## src/rtl/pcs_pkg.sv

```systemverilog
package pcs_pkg;

	// fixed field widths
	localparam int COORD_W = 16;
	localparam int OUT_W   = 24;

	// edge arithmetic widths
	localparam int SUM2_W  = COORD_W + 1;          // px + x
	localparam int CROSS_W = 2 * COORD_W + 1;      // px*y - x*py
	localparam int PROD_W  = SUM2_W + CROSS_W;     // shared multiplier output
	localparam int AREA_W  = CROSS_W + 15;         // room for the edges of a MAX_VERTICES_DEF ring
	localparam int WSUM_W  = 64;                   // weighted sums

	// defaults for the top level parameters
	localparam int MAX_VERTICES_DEF  = 4096;
	localparam int COORD_WIDTH_DEF   = 16;
	localparam int FRACTION_BITS_DEF = 8;

	localparam logic signed [COORD_W-1:0] COORD_MAX = {1'b0, {(COORD_W-1){1'b1}}};
	localparam logic signed [COORD_W-1:0] COORD_MIN = {1'b1, {(COORD_W-1){1'b0}}};
	localparam logic signed [OUT_W-1:0]   OUT_MAX   = {1'b0, {(OUT_W-1){1'b1}}};
	localparam logic signed [OUT_W-1:0]   OUT_MIN   = {1'b1, {(OUT_W-1){1'b0}}};

	// status of an iterative unit toward the sequencer
	typedef struct packed {
		logic busy;
		logic done;
	} unit_stat_t;

endpackage

```

## src/rtl/pcs_ifs.sv

```systemverilog
interface pcs_vtx_if;
	import pcs_pkg::*;

	logic                      valid;
	logic                      ready;
	logic signed [COORD_W-1:0] vertex_x;
	logic signed [COORD_W-1:0] vertex_y;
	logic                      last_vertex;

	modport source (output valid, vertex_x, vertex_y, last_vertex, input ready);
	modport sink   (input valid, vertex_x, vertex_y, last_vertex, output ready);
endinterface

interface pcs_res_if;
	import pcs_pkg::*;

	logic                    valid;
	logic                    ready;
	logic signed [OUT_W-1:0] centroid_x;
	logic signed [OUT_W-1:0] centroid_y;
	logic                    degenerate;
	logic                    overflow;

	modport source (output valid, centroid_x, centroid_y, degenerate, overflow, input ready);
	modport sink   (input valid, centroid_x, centroid_y, degenerate, overflow, output ready);
endinterface

```

## src/rtl/polygon_centroid_shoelace_core.sv

```systemverilog
// Polygon centroid by the shoelace formula. Vertices arrive one per beat on vtx,
// the beat with last_vertex set closes the ring, and one beat on res then carries
// the centroid in Q.FRACTION_BITS, truncated toward zero and saturated to 24 bits.
// A ring of zero area gives the bounding-box center with degenerate set; more than
// MAX_VERTICES vertices gives overflow with zero fields. From one accepted vertex
// to the next, a vertex that adds an edge runs the six steps of the edge unit on
// the shared 17x33 multiplier (two cross products, then two weighted products);
// the first vertex of a ring adds no edge. A last vertex runs its own edge and the
// closing edge, then two restoring divisions (x, then y) on one compare-subtract
// unit, 25 quotient bits each, and then the emit. A zero-area ring skips the
// divisions; an overflowed ring's last vertex adds no edge and jumps to the emit.
// The next vertex is taken while a result still waits on res; only the emit of
// the following ring waits for res to free up.
module polygon_centroid_shoelace_core #(
	parameter int MAX_VERTICES  = pcs_pkg::MAX_VERTICES_DEF,
	parameter int COORD_WIDTH   = pcs_pkg::COORD_WIDTH_DEF,
	parameter int FRACTION_BITS = pcs_pkg::FRACTION_BITS_DEF
) (
	input logic      clk,
	input logic      arst_n,
	pcs_vtx_if.sink  vtx,
	pcs_res_if.source res
);
	import pcs_pkg::*;

	localparam int CNT_W = $clog2(MAX_VERTICES + 1);
	localparam int SH    = COORD_W - COORD_WIDTH;    // sign extension from COORD_WIDTH
	localparam int BOX_W = OUT_W + 1;

	// sequencer states
	localparam logic [2:0] ST_IDLE   = 3'd0;
	localparam logic [2:0] ST_WAIT_V = 3'd1;    // edge of the incoming vertex
	localparam logic [2:0] ST_WAIT_C = 3'd2;    // closing edge back to the first vertex
	localparam logic [2:0] ST_DIV_X  = 3'd3;
	localparam logic [2:0] ST_DIV_Y  = 3'd4;
	localparam logic [2:0] ST_EMIT   = 3'd5;

	logic [2:0]                state_q;
	logic                      last_q;
	logic [CNT_W-1:0]          count_q;
	logic                      exceeded_q;
	logic signed [COORD_W-1:0] first_x_q, first_y_q, prev_x_q, prev_y_q;
	logic signed [COORD_W-1:0] min_x_q, max_x_q, min_y_q, max_y_q;

	// staged result, then the output register
	logic signed [OUT_W-1:0]   stg_cx_q, stg_cy_q;
	logic                      stg_degen_q, stg_ovf_q;
	logic                      out_valid_q;
	logic signed [OUT_W-1:0]   out_cx_q, out_cy_q;
	logic                      out_degen_q, out_ovf_q;

	logic signed [COORD_W-1:0] x_shl, y_shl, x_in, y_in;
	logic                      accept, take_vtx, full;
	logic                      edge_start, poly_clear, emit_go;
	logic signed [COORD_W-1:0] e_x0, e_y0, e_x1, e_y1;
	unit_stat_t                edge_st, div_st;
	logic signed [AREA_W-1:0]  area;
	logic signed [WSUM_W-1:0]  wsum_x, wsum_y;
	logic                      div_start;
	logic signed [WSUM_W-1:0]  div_num;
	logic signed [OUT_W-1:0]   div_res;
	logic signed [BOX_W-1:0]   box_sx, box_sy, box_cx, box_cy;

	// keep the low COORD_WIDTH bits of each coordinate, sign extended
	assign x_shl = vtx.vertex_x <<< SH;
	assign y_shl = vtx.vertex_y <<< SH;
	assign x_in  = x_shl >>> SH;
	assign y_in  = y_shl >>> SH;

	assign vtx.ready = (state_q == ST_IDLE);
	assign accept    = vtx.valid && vtx.ready;
	assign full      = (count_q >= CNT_W'(MAX_VERTICES));
	assign take_vtx  = accept && !exceeded_q && !full;

	// vertex edge from the previous vertex, or the closing edge to the first one
	assign edge_start = (take_vtx && (count_q != '0))
		|| ((state_q == ST_WAIT_V) && !edge_st.busy && last_q && !exceeded_q);
	always_comb begin
		if (state_q == ST_WAIT_V) begin
			e_x1 = first_x_q;
			e_y1 = first_y_q;
		end else begin
			e_x1 = x_in;
			e_y1 = y_in;
		end
	end
	assign e_x0 = prev_x_q;
	assign e_y0 = prev_y_q;

	assign emit_go    = (state_q == ST_EMIT) && (!out_valid_q || res.ready);
	assign poly_clear = emit_go;

	pcs_edge u_edge (
		.clk    (clk),
		.arst_n (arst_n),
		.start  (edge_start),
		.clear  (poly_clear),
		.x0     (e_x0),
		.y0     (e_y0),
		.x1     (e_x1),
		.y1     (e_y1),
		.stat   (edge_st),
		.area   (area),
		.wsum_x (wsum_x),
		.wsum_y (wsum_y)
	);

	// x division after the closing edge, y division once the divider is back idle
	assign div_start = ((state_q == ST_WAIT_C) && !edge_st.busy && (area != '0))
		|| ((state_q == ST_DIV_Y) && !div_st.busy);
	assign div_num   = (state_q == ST_WAIT_C) ? wsum_x : wsum_y;

	pcs_div #(
		.FRACTION_BITS (FRACTION_BITS)
	) u_div (
		.clk    (clk),
		.arst_n (arst_n),
		.start  (div_start),
		.num    (div_num),
		.area   (area),
		.stat   (div_st),
		.result (div_res)
	);

	// bounding-box center: floor((min + max) * 2^FRACTION_BITS / 2)
	assign box_sx = BOX_W'(min_x_q) + BOX_W'(max_x_q);
	assign box_sy = BOX_W'(min_y_q) + BOX_W'(max_y_q);
	assign box_cx = (box_sx <<< FRACTION_BITS) >>> 1;
	assign box_cy = (box_sy <<< FRACTION_BITS) >>> 1;

	// sequencer and polygon state
	always_ff @(posedge clk or negedge arst_n) begin
		if (!arst_n) begin
			state_q    <= ST_IDLE;
			last_q     <= 1'b0;
			count_q    <= '0;
			exceeded_q <= 1'b0;
			first_x_q  <= '0;
			first_y_q  <= '0;
			prev_x_q   <= '0;
			prev_y_q   <= '0;
			min_x_q    <= COORD_MAX;
			max_x_q    <= COORD_MIN;
			min_y_q    <= COORD_MAX;
			max_y_q    <= COORD_MIN;
		end else begin
			unique case (state_q)
				ST_IDLE: begin
					if (accept) begin
						last_q  <= vtx.last_vertex;
						state_q <= ST_WAIT_V;
						if (!exceeded_q && full) begin
							exceeded_q <= 1'b1;
						end else if (take_vtx) begin
							if (count_q == '0) begin
								first_x_q <= x_in;
								first_y_q <= y_in;
							end
							prev_x_q <= x_in;
							prev_y_q <= y_in;
							count_q  <= count_q + 1'b1;
							if (x_in < min_x_q) min_x_q <= x_in;
							if (x_in > max_x_q) max_x_q <= x_in;
							if (y_in < min_y_q) min_y_q <= y_in;
							if (y_in > max_y_q) max_y_q <= y_in;
						end
					end
				end
				ST_WAIT_V: begin
					if (!edge_st.busy) begin
						if (!last_q)         state_q <= ST_IDLE;
						else if (exceeded_q) state_q <= ST_EMIT;
						else                 state_q <= ST_WAIT_C;
					end
				end
				ST_WAIT_C: begin
					if (!edge_st.busy) begin
						state_q <= (area == '0) ? ST_EMIT : ST_DIV_X;
					end
				end
				ST_DIV_X: if (div_st.done) state_q <= ST_DIV_Y;
				ST_DIV_Y: if (div_st.done) state_q <= ST_EMIT;
				ST_EMIT: begin
					if (emit_go) begin
						state_q    <= ST_IDLE;
						count_q    <= '0;
						exceeded_q <= 1'b0;
						first_x_q  <= '0;
						first_y_q  <= '0;
						prev_x_q   <= '0;
						prev_y_q   <= '0;
						min_x_q    <= COORD_MAX;
						max_x_q    <= COORD_MIN;
						min_y_q    <= COORD_MAX;
						max_y_q    <= COORD_MIN;
					end
				end
				default: state_q <= ST_IDLE;
			endcase
		end
	end

	// result staging
	always_ff @(posedge clk) begin
		if ((state_q == ST_WAIT_V) && !edge_st.busy && last_q && exceeded_q) begin
			stg_cx_q    <= '0;
			stg_cy_q    <= '0;
			stg_degen_q <= 1'b0;
			stg_ovf_q   <= 1'b1;
		end
		if ((state_q == ST_WAIT_C) && !edge_st.busy) begin
			stg_cx_q    <= box_cx[OUT_W-1:0];
			stg_cy_q    <= box_cy[OUT_W-1:0];
			stg_degen_q <= (area == '0);
			stg_ovf_q   <= 1'b0;
		end
		if ((state_q == ST_DIV_X) && div_st.done) stg_cx_q <= div_res;
		if ((state_q == ST_DIV_Y) && div_st.done) stg_cy_q <= div_res;
	end

	// output register, parts the result side from the sequencer
	always_ff @(posedge clk or negedge arst_n) begin
		if (!arst_n) begin
			out_valid_q <= 1'b0;
		end else if (emit_go) begin
			out_valid_q <= 1'b1;
		end else if (res.ready) begin
			out_valid_q <= 1'b0;
		end
	end

	always_ff @(posedge clk) begin
		if (emit_go) begin
			out_cx_q    <= stg_cx_q;
			out_cy_q    <= stg_cy_q;
			out_degen_q <= stg_degen_q;
			out_ovf_q   <= stg_ovf_q;
		end
	end

	assign res.valid      = out_valid_q;
	assign res.centroid_x = out_cx_q;
	assign res.centroid_y = out_cy_q;
	assign res.degenerate = out_degen_q;
	assign res.overflow   = out_ovf_q;

endmodule

```

## src/rtl/pcs_edge.sv

```systemverilog
module pcs_edge (
	input  logic                                     clk,
	input  logic                                     arst_n,
	input  logic                                     start,
	input  logic                                     clear,
	input  logic signed [pcs_pkg::COORD_W-1:0]       x0,
	input  logic signed [pcs_pkg::COORD_W-1:0]       y0,
	input  logic signed [pcs_pkg::COORD_W-1:0]       x1,
	input  logic signed [pcs_pkg::COORD_W-1:0]       y1,
	output pcs_pkg::unit_stat_t                      stat,
	output logic signed [pcs_pkg::AREA_W-1:0]        area,
	output logic signed [pcs_pkg::WSUM_W-1:0]        wsum_x,
	output logic signed [pcs_pkg::WSUM_W-1:0]        wsum_y
);
	import pcs_pkg::*;

	localparam logic [2:0] S_IDLE = 3'd0;
	localparam logic [2:0] S_P1   = 3'd1;
	localparam logic [2:0] S_P2   = 3'd2;
	localparam logic [2:0] S_C    = 3'd3;
	localparam logic [2:0] S_WX   = 3'd4;
	localparam logic [2:0] S_WY   = 3'd5;
	localparam logic [2:0] S_ACC  = 3'd6;

	logic [2:0]                step_q;
	logic signed [COORD_W-1:0] x0_q, y0_q, x1_q, y1_q;
	logic signed [CROSS_W-1:0] c_q;
	logic signed [PROD_W-1:0]  prod_q;
	logic signed [AREA_W-1:0]  area_q;
	logic signed [WSUM_W-1:0]  wx_q, wy_q;

	logic signed [SUM2_W-1:0]  mul_a;
	logic signed [CROSS_W-1:0] mul_b;
	logic signed [PROD_W-1:0]  mul_p;

	// shared multiplier operand select
	always_comb begin
		mul_a = '0;
		mul_b = '0;
		unique case (step_q)
			S_P1: begin
				mul_a = SUM2_W'(x0_q);
				mul_b = CROSS_W'(y1_q);
			end
			S_P2: begin
				mul_a = SUM2_W'(x1_q);
				mul_b = CROSS_W'(y0_q);
			end
			S_WX: begin
				mul_a = SUM2_W'(x0_q) + SUM2_W'(x1_q);
				mul_b = c_q;
			end
			S_WY: begin
				mul_a = SUM2_W'(y0_q) + SUM2_W'(y1_q);
				mul_b = c_q;
			end
			default: begin
				mul_a = '0;
				mul_b = '0;
			end
		endcase
	end

	assign mul_p = mul_a * mul_b;

	always_ff @(posedge clk) begin
		if (start) begin
			x0_q <= x0;
			y0_q <= y0;
			x1_q <= x1;
			y1_q <= y1;
		end
		prod_q <= mul_p;
		if (step_q == S_P2) begin
			c_q <= prod_q[CROSS_W-1:0];
		end else if (step_q == S_C) begin
			c_q <= c_q - prod_q[CROSS_W-1:0];
		end
	end

	always_ff @(posedge clk or negedge arst_n) begin
		if (!arst_n) begin
			step_q <= S_IDLE;
			area_q <= '0;
			wx_q   <= '0;
			wy_q   <= '0;
		end else begin
			unique case (step_q)
				S_IDLE: if (start) step_q <= S_P1;
				S_P1:   step_q <= S_P2;
				S_P2:   step_q <= S_C;
				S_C:    step_q <= S_WX;
				S_WX: begin
					area_q <= area_q + AREA_W'(c_q);
					step_q <= S_WY;
				end
				S_WY: begin
					wx_q   <= wx_q + WSUM_W'(prod_q);
					step_q <= S_ACC;
				end
				S_ACC: begin
					wy_q   <= wy_q + WSUM_W'(prod_q);
					step_q <= S_IDLE;
				end
				default: step_q <= S_IDLE;
			endcase
			if (clear) begin
				area_q <= '0;
				wx_q   <= '0;
				wy_q   <= '0;
			end
		end
	end

	assign stat.busy = (step_q != S_IDLE);
	assign stat.done = (step_q == S_ACC);
	assign area      = area_q;
	assign wsum_x    = wx_q;
	assign wsum_y    = wy_q;

endmodule

```

## src/rtl/pcs_div.sv

```systemverilog
module pcs_div #(
	parameter int FRACTION_BITS = pcs_pkg::FRACTION_BITS_DEF
) (
	input  logic                                 clk,
	input  logic                                 arst_n,
	input  logic                                 start,
	input  logic signed [pcs_pkg::WSUM_W-1:0]    num,
	input  logic signed [pcs_pkg::AREA_W-1:0]    area,
	output pcs_pkg::unit_stat_t                  stat,
	output logic signed [pcs_pkg::OUT_W-1:0]     result
);
	import pcs_pkg::*;

	localparam int DEN_W  = AREA_W + 2;          // 3 * |area|
	localparam int Q_W    = OUT_W + 1;           // top bit flags saturation
	localparam int REM_W  = DEN_W + Q_W - 1;
	localparam int ITER_W = $clog2(Q_W);

	localparam logic [1:0] D_IDLE = 2'd0;
	localparam logic [1:0] D_PREP = 2'd1;
	localparam logic [1:0] D_RUN  = 2'd2;
	localparam logic [1:0] D_FIN  = 2'd3;

	logic [1:0]        st_q;
	logic [ITER_W-1:0] iter_q;
	logic [REM_W-1:0]  rem_q;
	logic [REM_W-1:0]  dsh_q;
	logic [AREA_W-1:0] mag_q;
	logic [Q_W-1:0]    quo_q;
	logic              neg_q;

	logic [WSUM_W-1:0] num_mag;
	logic [AREA_W-1:0] area_mag;
	logic [DEN_W-1:0]  den3;
	logic [REM_W:0]    trial;
	logic [OUT_W-1:0]  qmag;
	logic              sat;

	assign num_mag  = num[WSUM_W-1] ? WSUM_W'(-num) : WSUM_W'(num);
	assign area_mag = area[AREA_W-1] ? AREA_W'(-area) : AREA_W'(area);
	assign den3     = DEN_W'(mag_q) + (DEN_W'(mag_q) << 1);
	assign trial    = {1'b0, rem_q} - {1'b0, dsh_q};

	always_ff @(posedge clk) begin
		unique case (st_q)
			D_IDLE: begin
				if (start) begin
					rem_q <= REM_W'(num_mag) << FRACTION_BITS;
					mag_q <= area_mag;
					neg_q <= num[WSUM_W-1] ^ area[AREA_W-1];
				end
			end
			D_PREP: begin
				dsh_q <= REM_W'(den3) << (Q_W - 1);
				quo_q <= '0;
			end
			D_RUN: begin
				if (!trial[REM_W]) begin
					rem_q <= trial[REM_W-1:0];
				end
				quo_q <= {quo_q[Q_W-2:0], ~trial[REM_W]};
				dsh_q <= dsh_q >> 1;
			end
			default: begin
			end
		endcase
	end

	always_ff @(posedge clk or negedge arst_n) begin
		if (!arst_n) begin
			st_q   <= D_IDLE;
			iter_q <= '0;
		end else begin
			unique case (st_q)
				D_IDLE: if (start) st_q <= D_PREP;
				D_PREP: begin
					iter_q <= '0;
					st_q   <= D_RUN;
				end
				D_RUN: begin
					iter_q <= iter_q + 1'b1;
					if (iter_q == ITER_W'(Q_W - 1)) st_q <= D_FIN;
				end
				D_FIN:   st_q <= D_IDLE;
				default: st_q <= D_IDLE;
			endcase
		end
	end

	// saturate to the signed output range
	assign sat  = quo_q[Q_W-1];
	assign qmag = quo_q[Q_W-2:0];

	always_comb begin
		if (neg_q) begin
			if (sat || (qmag > OUT_W'(OUT_MIN))) result = OUT_MIN;
			else                                   result = -$signed(qmag);
		end else begin
			if (sat || qmag[OUT_W-1]) result = OUT_MAX;
			else                      result = $signed(qmag);
		end
	end

	assign stat.busy = (st_q != D_IDLE);
	assign stat.done = (st_q == D_FIN);

endmodule
```

## src/flat_wrapper.sv

```systemverilog
// flat-port wrapper written by rule: the top's interface ports become plain ports
module polygon_centroid_shoelace_core_flat import pcs_pkg::*;
#(
	parameter int MAX_VERTICES  = pcs_pkg::MAX_VERTICES_DEF,
	parameter int COORD_WIDTH   = pcs_pkg::COORD_WIDTH_DEF,
	parameter int FRACTION_BITS = pcs_pkg::FRACTION_BITS_DEF
)
  (clk, arst_n, vtx_valid, vtx_vertex_x, vtx_vertex_y, vtx_last_vertex, vtx_ready, res_valid, res_centroid_x, res_centroid_y, res_degenerate, res_overflow, res_ready);
  pcs_vtx_if vtx_i ();
  pcs_res_if res_i ();
  input logic clk;
  input logic arst_n;
  input wire logic [$bits(vtx_i.valid)-1:0] vtx_valid;
  input wire logic [$bits(vtx_i.vertex_x)-1:0] vtx_vertex_x;
  input wire logic [$bits(vtx_i.vertex_y)-1:0] vtx_vertex_y;
  input wire logic [$bits(vtx_i.last_vertex)-1:0] vtx_last_vertex;
  output wire logic [$bits(vtx_i.ready)-1:0] vtx_ready;
  output wire logic [$bits(res_i.valid)-1:0] res_valid;
  output wire logic [$bits(res_i.centroid_x)-1:0] res_centroid_x;
  output wire logic [$bits(res_i.centroid_y)-1:0] res_centroid_y;
  output wire logic [$bits(res_i.degenerate)-1:0] res_degenerate;
  output wire logic [$bits(res_i.overflow)-1:0] res_overflow;
  input wire logic [$bits(res_i.ready)-1:0] res_ready;
  assign vtx_i.valid = vtx_valid;
  assign vtx_i.vertex_x = vtx_vertex_x;
  assign vtx_i.vertex_y = vtx_vertex_y;
  assign vtx_i.last_vertex = vtx_last_vertex;
  assign vtx_ready = vtx_i.ready;
  assign res_valid = res_i.valid;
  assign res_centroid_x = res_i.centroid_x;
  assign res_centroid_y = res_i.centroid_y;
  assign res_degenerate = res_i.degenerate;
  assign res_overflow = res_i.overflow;
  assign res_i.ready = res_ready;
  polygon_centroid_shoelace_core #(.MAX_VERTICES(MAX_VERTICES), .COORD_WIDTH(COORD_WIDTH), .FRACTION_BITS(FRACTION_BITS)) u_core (.clk(clk), .arst_n(arst_n), .vtx(vtx_i), .res(res_i));
endmodule
```

## config.mk

```make
export PLATFORM = sky130hd
export DESIGN_NAME = polygon_centroid_shoelace_core_flat
export DESIGN_NICKNAME = d
export VERILOG_FILES = /design/src/rtl/pcs_pkg.sv /design/src/rtl/pcs_ifs.sv /design/src/rtl/polygon_centroid_shoelace_core.sv /design/src/rtl/pcs_edge.sv /design/src/rtl/pcs_div.sv /design/src/flat_wrapper.sv
export SDC_FILE = /design/constraint.sdc
export NUM_CORES = 2
export LEC_CHECK = 0
export ABC_CLOCK_PERIOD_IN_PS = 9200
export BUFFER_PORTS_ARGS = -buffer_cell sky130_fd_sc_hd__buf_2
export CAP_MARGIN = 20
export CELL_PAD_IN_SITES_DETAIL_PLACEMENT = 2
export CELL_PAD_IN_SITES_GLOBAL_PLACEMENT = 2
export CORE_ASPECT_RATIO = 1.5
export CORE_UTILIZATION = 38
export CTS_BUF_LIST = sky130_fd_sc_hd__clkbuf_4 sky130_fd_sc_hd__clkbuf_8
export CTS_CLUSTER_DIAMETER = 80
export DETAILED_ROUTE_END_ITERATION = 10
export GPL_ROUTABILITY_DRIVEN = 1
export PLACE_DENSITY_LB_ADDON = 0.1
export SLEW_MARGIN = 15
export SYNTH_ARGS = -nofsm -noshare
export SYNTH_HDL_FRONTEND = slang
export SYNTH_SLANG_ARGS = --single-unit
```

## constraint.sdc

```tcl
create_clock -name clk -period 9.2 [get_ports clk]
set_clock_uncertainty 0.15 [all_clocks]
set_input_delay 2.76 -clock clk [delete_from_list [all_inputs] [get_ports clk]]
set_output_delay 2.76 -clock clk [all_outputs]
set_load 0.05 [all_outputs]
```

-- Word-level counts from Yosys, hierarchy flattened
Index checks and enable logic that the tools add are counted.
- add/subtract/negate cells: 15
- multiply operators: 1
- div/mod/pow operators: 0
- magnitude comparators: 6
- equality and inequality tests: 33
- shift operators: 0
- multiplexer cells: 98
- bitwise logic cells: 2
- reduce and logical (&&, ||, !) cells: 58
- operators by type and width (kind ; number):
    two-way mux 16 bit ; 35
    two-way mux 64 bit ; 6
    case mux 74 bit (2 select lines) ; 2
    case mux 16 bit (2 select lines) ; 8
    two-way mux 24 bit ; 8
    two-way mux 74 bit ; 2
    adder 64 x 50 -> 64 bit ; 2
    case mux 33 bit (3 select lines) ; 1
    two-way mux 48 bit ; 2
    subtractor 74 x 74 -> 75 bit ; 1
    adder 16 x 16 -> 17 bit ; 4
    case mux 17 bit (4 select lines) ; 1
    two-way mux 33 bit ; 2
    negator 64 bit ; 1
    two-way mux 13 bit ; 4
    adder 48 x 49 -> 50 bit ; 1
    multiplier 17 x 33 -> 50 bit ; 1
    case mux 25 bit (2 select lines) ; 1
    adder 48 x 33 -> 48 bit ; 1
    zero test 48 bit ; 1
    negator 48 bit ; 1
    nonzero test 48 bit ; 1
    two-way mux 47 bit ; 1
    case mux 3 bit (6 select lines) ; 2
    other kinds (40) ; 124
- register bits after elaboration: 802
- latch bits: 0
- bits in writable memories: 0
- memory bits (read-only): 0
- input port bits: 37
- output and inout port bits: 52
- memories kept: 0

-- Longest topological paths before layout
- word-level depth: 8
- depth in mapped cells: 39

-- Cells and area by module
From an unflattened synthesis, not the netlist that was laid out.
- cells, all modules: 8467
- area total of the unflattened synthesis: 75820.2 µm²
- by module, submodules not included (module ; instances ; cells an instance ; area each (µm²) ; seq. area each (µm²)):
    pcs_edge ; 1 ; 5009 ; 43127.6 ; 8393.0
    pcs_div ; 1 ; 2157 ; 18851.8 ; 6841.6
    polygon_centroid_shoelace_core ; 1 ; 1301 ; 13840.8 ; 6711.4

-- Worst setup path before layout
No wires, ideal clock.
- path type: reg-to-reg
- start point: reg u_core.u_edge.x0_q[0]
- end point: reg u_core.u_edge.prod_q[48]
- library setup time: 72 ps
- arrival: 9184 ps
- slack: -206 ps
- stages on the path, launching flop included: 39
- path through: edfxtp_1 -> ha_1 -> fa_1 -> a21o_1 -> a21oi_1 -> o21bai_1 -> a21oi_1 -> o21bai_1 -> a211oi_1 -> o21bai_1 -> a21oi_1 -> xnor2_1 -> a222oi_1 -> o21ai_1 -> clkbuf_1 -> and2_1 -> fa_1 -> fa_1 -> [3 not listed] -> fa_1 -> fa_1 -> inv_1 -> fa_1 -> inv_1 -> ha_1 -> a21oi_1 -> o21ai_0 -> a211oi_1 -> o21a_1 -> a21oi_1 -> o41ai_1 -> o21ai_0 -> o41a_1 -> and2_1 -> a221o_1 -> a21oi_1 -> xnor2_1
- word-level cells in the longest chain between the ends: 3
- RTL lines (item ; RTL line ; text):
    start: declaration ; pcs_edge.sv:26 ; logic signed [COORD_W-1:0] x0_q, y0_q, x1_q, y1_q;
    start signal: assignment ; pcs_edge.sv:68 ; x0_q <= x0;
    adder 16 x 16 -> 17 bit ; pcs_edge.sv:50 ; mul_a = SUM2_W'(x0_q) + SUM2_W'(x1_q);
    case mux 17 bit (4 select lines) (*) ; pcs_edge.sv:40 ; unique case (step_q)
    multiplier 17 x 33 -> 50 bit (*) ; pcs_edge.sv:64 ; assign mul_p = mul_a * mul_b;
    via u_core.u_edge.mul_p[48] ; pcs_edge.sv:34 ; logic signed [PROD_W-1:0] mul_p;
    end signal: assignment ; pcs_edge.sv:73 ; prod_q <= mul_p;
    end: declaration ; pcs_edge.sv:28 ; logic signed [PROD_W-1:0] prod_q;
Mark *: on every way through the listed nets, which the timed path passes. The rest lies on a longest branch.
A chain may end at the register's enable or synchronous reset.

-- Worst setup path in the final report
- start point: reg u_core.u_edge.x1_q[0]
- end point: reg u_core.u_edge.prod_q[48]
- word-level cells in the longest chain between the ends: 3
- RTL lines (item ; RTL line ; text):
    start: declaration ; pcs_edge.sv:26 ;
    start signal: assignment ; pcs_edge.sv:70 ; x1_q <= x1;
    adder 16 x 16 -> 17 bit ; pcs_edge.sv:50 ;
    case mux 17 bit (4 select lines) (*) ; pcs_edge.sv:40 ;
    multiplier 17 x 33 -> 50 bit (*) ; pcs_edge.sv:64 ;
    via u_core.u_edge.mul_p[48] ; pcs_edge.sv:34 ;
Marked as above.

==> metrics <==
starting density of the core 38.3%; actual slew at the worst max-slew pin 1.18 ns; Critical Path Sink Type flip-flop; Main synth FF type edfxtp_1; Worst VDD drop 0.115 mV; Synthesized Nets 9565; number of synthesized register bits 802; via count of the routed design 64200; Ports 89; RSZ-0062 raised after global routing yes; status finished with violations; largest net degree at the start of global routing 176; Worst EP arrival 10.03 ns; Mapped Area 75200 um^2; CP Class flip-flop to flip-flop; maxcap violations 0; top achievable clock speed 0.106 GHz; Synth Area per Inst 8.95 um^2; Via density 5.64; Final Slew Violations 0; dpl ws -0.956 ns; EDFF count, synth 418; layout cells sized above 1 11.6%; Synth cell types 97; FFs w/ async S/R, synth 41.5%; drt total wl 296000 um; final worst path period share 103%; CTS tree yes; First-pass DRT Iterations 5; antenna violations before repair 12; post-route cell area 84600 um^2; Die Ht 547 um; Starting DRT DRC Count 2888; Worst path slowest cell fa_1; CP max stage delay 0.54 ns; Global Route Usage Sum 29.6%; H-tree levels 4; Hold Violations, Final 0; Post-Syn Instances 8400; Final ANT Viol Nets 0; sequential-to-total area share from yosys stat 29.2%; CP required 9.80 ns; Worst slew margin 20.6%; DIE AREA 200000 um^2; clock tree root driver cell clkbuf_8; critical path startpoint category flip-flop; Final setup viols 6; # rows 199; leakage 38.6 nW; Wirelength per Cell 26.1 um; Register Area 21900 um^2; Yosys warnings 0; Final WS setup -0.230 ns; # DRC 0; Final HPWL DP 238000 um; # fillers 21800; PwrDens 90.5 nW/um^2; violated checks negative setup slack; Final nets 9808; worst skew pair latency 0.93 ns; commonest cells after routing, fill and taps aside nand2_1 (1018), inv_1 (873), a21oi_1 (628), nor2_1 (612), ha_1 (566); Buffers on Ports 88; vias in the first global route 72800; Clock Sinks 802; TritonCTS Buffers 153; Power Total 7.66 mW; crit path time final 9.43 ns; Layout area overhead 12.6%; crit path max fanout 4; Die Wd 365 um; min-delay worst type flip-flop to flip-flop; DP Area 80400 um^2; area of the multi-input gates 49300 um^2; clk buf depth 4; core area 196000 um^2; clk slew on worst S/H paths 0.06 ns; most common cell after layout, fill and taps aside nand2_1; global-route wire length before repair 448000 um; total gr overflow 0; CP dominant cell by count fa_1; setup total negative slack -0.679 ns; gpl congestion 0.894
-- where the power goes --
group | total (mW) | leakage, nW | internal (mW) | switching, mW
registers | 3.75 | 8.00 | 3.75 | 0.0000000000000000103
logic | 0.110 | 28.9 | 0.0281 | 0.0815
clock network | 3.80 | 1.66 | 2.07 | 1.73
total | 7.66 | 38.6 | 5.85 | 1.81
-- sequential cells by signal, indices dropped and copies added (netlist names), 24 cells and up --
name / count
u_core.u_edge.area: 48
u_core.res.centroid_y: 24
u_core.u_div.rem_q: 74
u_core.stg_cy_q: 24
u_core.u_div.dsh_q: 74
u_core.u_edge.c_q: 33
u_core.u_edge.prod_q: 50
u_core.u_div.mag_q: 48
u_core.u_edge.wsum_y: 64
u_core.u_div.quo_q: 25
u_core.stg_cx_q: 24
u_core.res.centroid_x: 24
u_core.u_edge.wsum_x: 64
-- worst paths after layout --
check                                           startpoint                                  end  slack, ns  depth (start not counted)
hold reg to reg                 u_core.e_x0[8]$_DFFE_PN0P_      u_core.u_edge.x0_q[8]$_DFFE_PP_       0.26                          0
hold / removal                  u_core.e_x0[8]$_DFFE_PN0P_      u_core.u_edge.x0_q[8]$_DFFE_PP_       0.26                          0
max in group asynchronous                           arst_n          u_core.e_x0[10]$_DFFE_PN0P_       5.81                          2
setup reg to reg           u_core.u_edge.x1_q[0]$_DFFE_PP_     u_core.u_edge.prod_q[48]$_DFF_P_      -0.23                         41
setup / recovery           u_core.u_edge.x1_q[0]$_DFFE_PP_     u_core.u_edge.prod_q[48]$_DFF_P_      -0.23                         41
min in group asynchronous                           arst_n  u_core.u_edge.wsum_y[0]$_DFFE_PN0P_       1.70                          1
-- Yosys cell counts (51+ instances only) --
cell | number | share of area (%)
nand3_1 | 105 | 0.70
nand2b_1 | 88 | 0.73
edfxtp_1 | 418 | 17
and2_1 | 87 | 0.72
inv_1 | 889 | 4.4
nor2_1 | 621 | 3.1
a21o_1 | 326 | 3.3
mux2i_1 | 110 | 1.5
and3_1 | 64 | 0.53
ha_1 | 581 | 9.7
nand2_1 | 1030 | 5.1
o21ai_0 | 505 | 3.4
xor2_1 | 191 | 2.2
a21oi_1 | 652 | 4.3
dfrtp_1 | 301 | 10
clkbuf_1 | 316 | 1.6
o21bai_1 | 62 | 0.62
fa_1 | 547 | 15
or3_1 | 53 | 0.44
dfxtp_1 | 51 | 1.4
nor3_1 | 110 | 0.73
nor2b_1 | 78 | 0.65
a31oi_1 | 71 | 0.59
xnor2_1 | 300 | 3.5
nand4_1 | 75 | 0.62
-- per-stage QoR --
step | cells | util, % | hold WS (ns)
floorplan | 8400 | - | 0.250
detailed placement | 11100 | 41.0 | 0.258
finish | 11400 | 43.1 | 0.262
CTS | 11400 | 43.0 | 0.254
global placement | 11100 | 41.0 | 0.254
global route | 11400 | 43.1 | 0.262
-- layout make-up --
class	instances	area share [%]
Sequential cell	802	25.9
Antenna cell	6	0.0177
Tap cell	2613	3.86
Inverter	890	3.96
Clock buffer	209	3.10
Timing Repair Buffer	464	4.22
Multi-Input combinational cell	6332	58.3
Clock inverter	64	0.600
-- metal layers --
layer  up-vias  wire (um)  global-route usage [%]  share of wire [%]
li1      29300          -                       -                  -
met1     33400     111000                    31.9                 38
met2       972     158000                    55.5                 53
met3       531       7310                    2.83                2.5
met4        10      19300                    16.5                6.5
met5         -         80                       0              0.027
-- critical path: cells and delay by family (launching register included) --
kind	cells	cell delay, ns
compound gates	20	3.81
xor+xnor	2	0.17
fa+ha+maj	8	3.40
buf+inv	9	0.97
flops	1	0.40
simple gates	2	0.35
-- cells by family (layout without fill, tap and decap cells) --
group | after synthesis | in the layout | share of synthesized area (%)
mux | 147 | 147 | 2.03
compound gates | 2104 | 2104 | 17.4
fa+ha+maj | 1128 | 1128 | 24.2
flops | 802 | 802 | 29.2
buf+inv | 1266 | 1627 | 6.37
simple gates | 2462 | 2462 | 15.0
xor+xnor | 491 | 491 | 5.72
other cells | 0 | 6 | 0
-- what timing repair did --
action,in CTS,in global routing
cloned,0,0
hold buffers,0,0
setup buffers,33,6
pin swaps,142,48
gates resized for setup,125,56
setup endpoints to repair,26,25
Power figures use the tool's default switching activity.
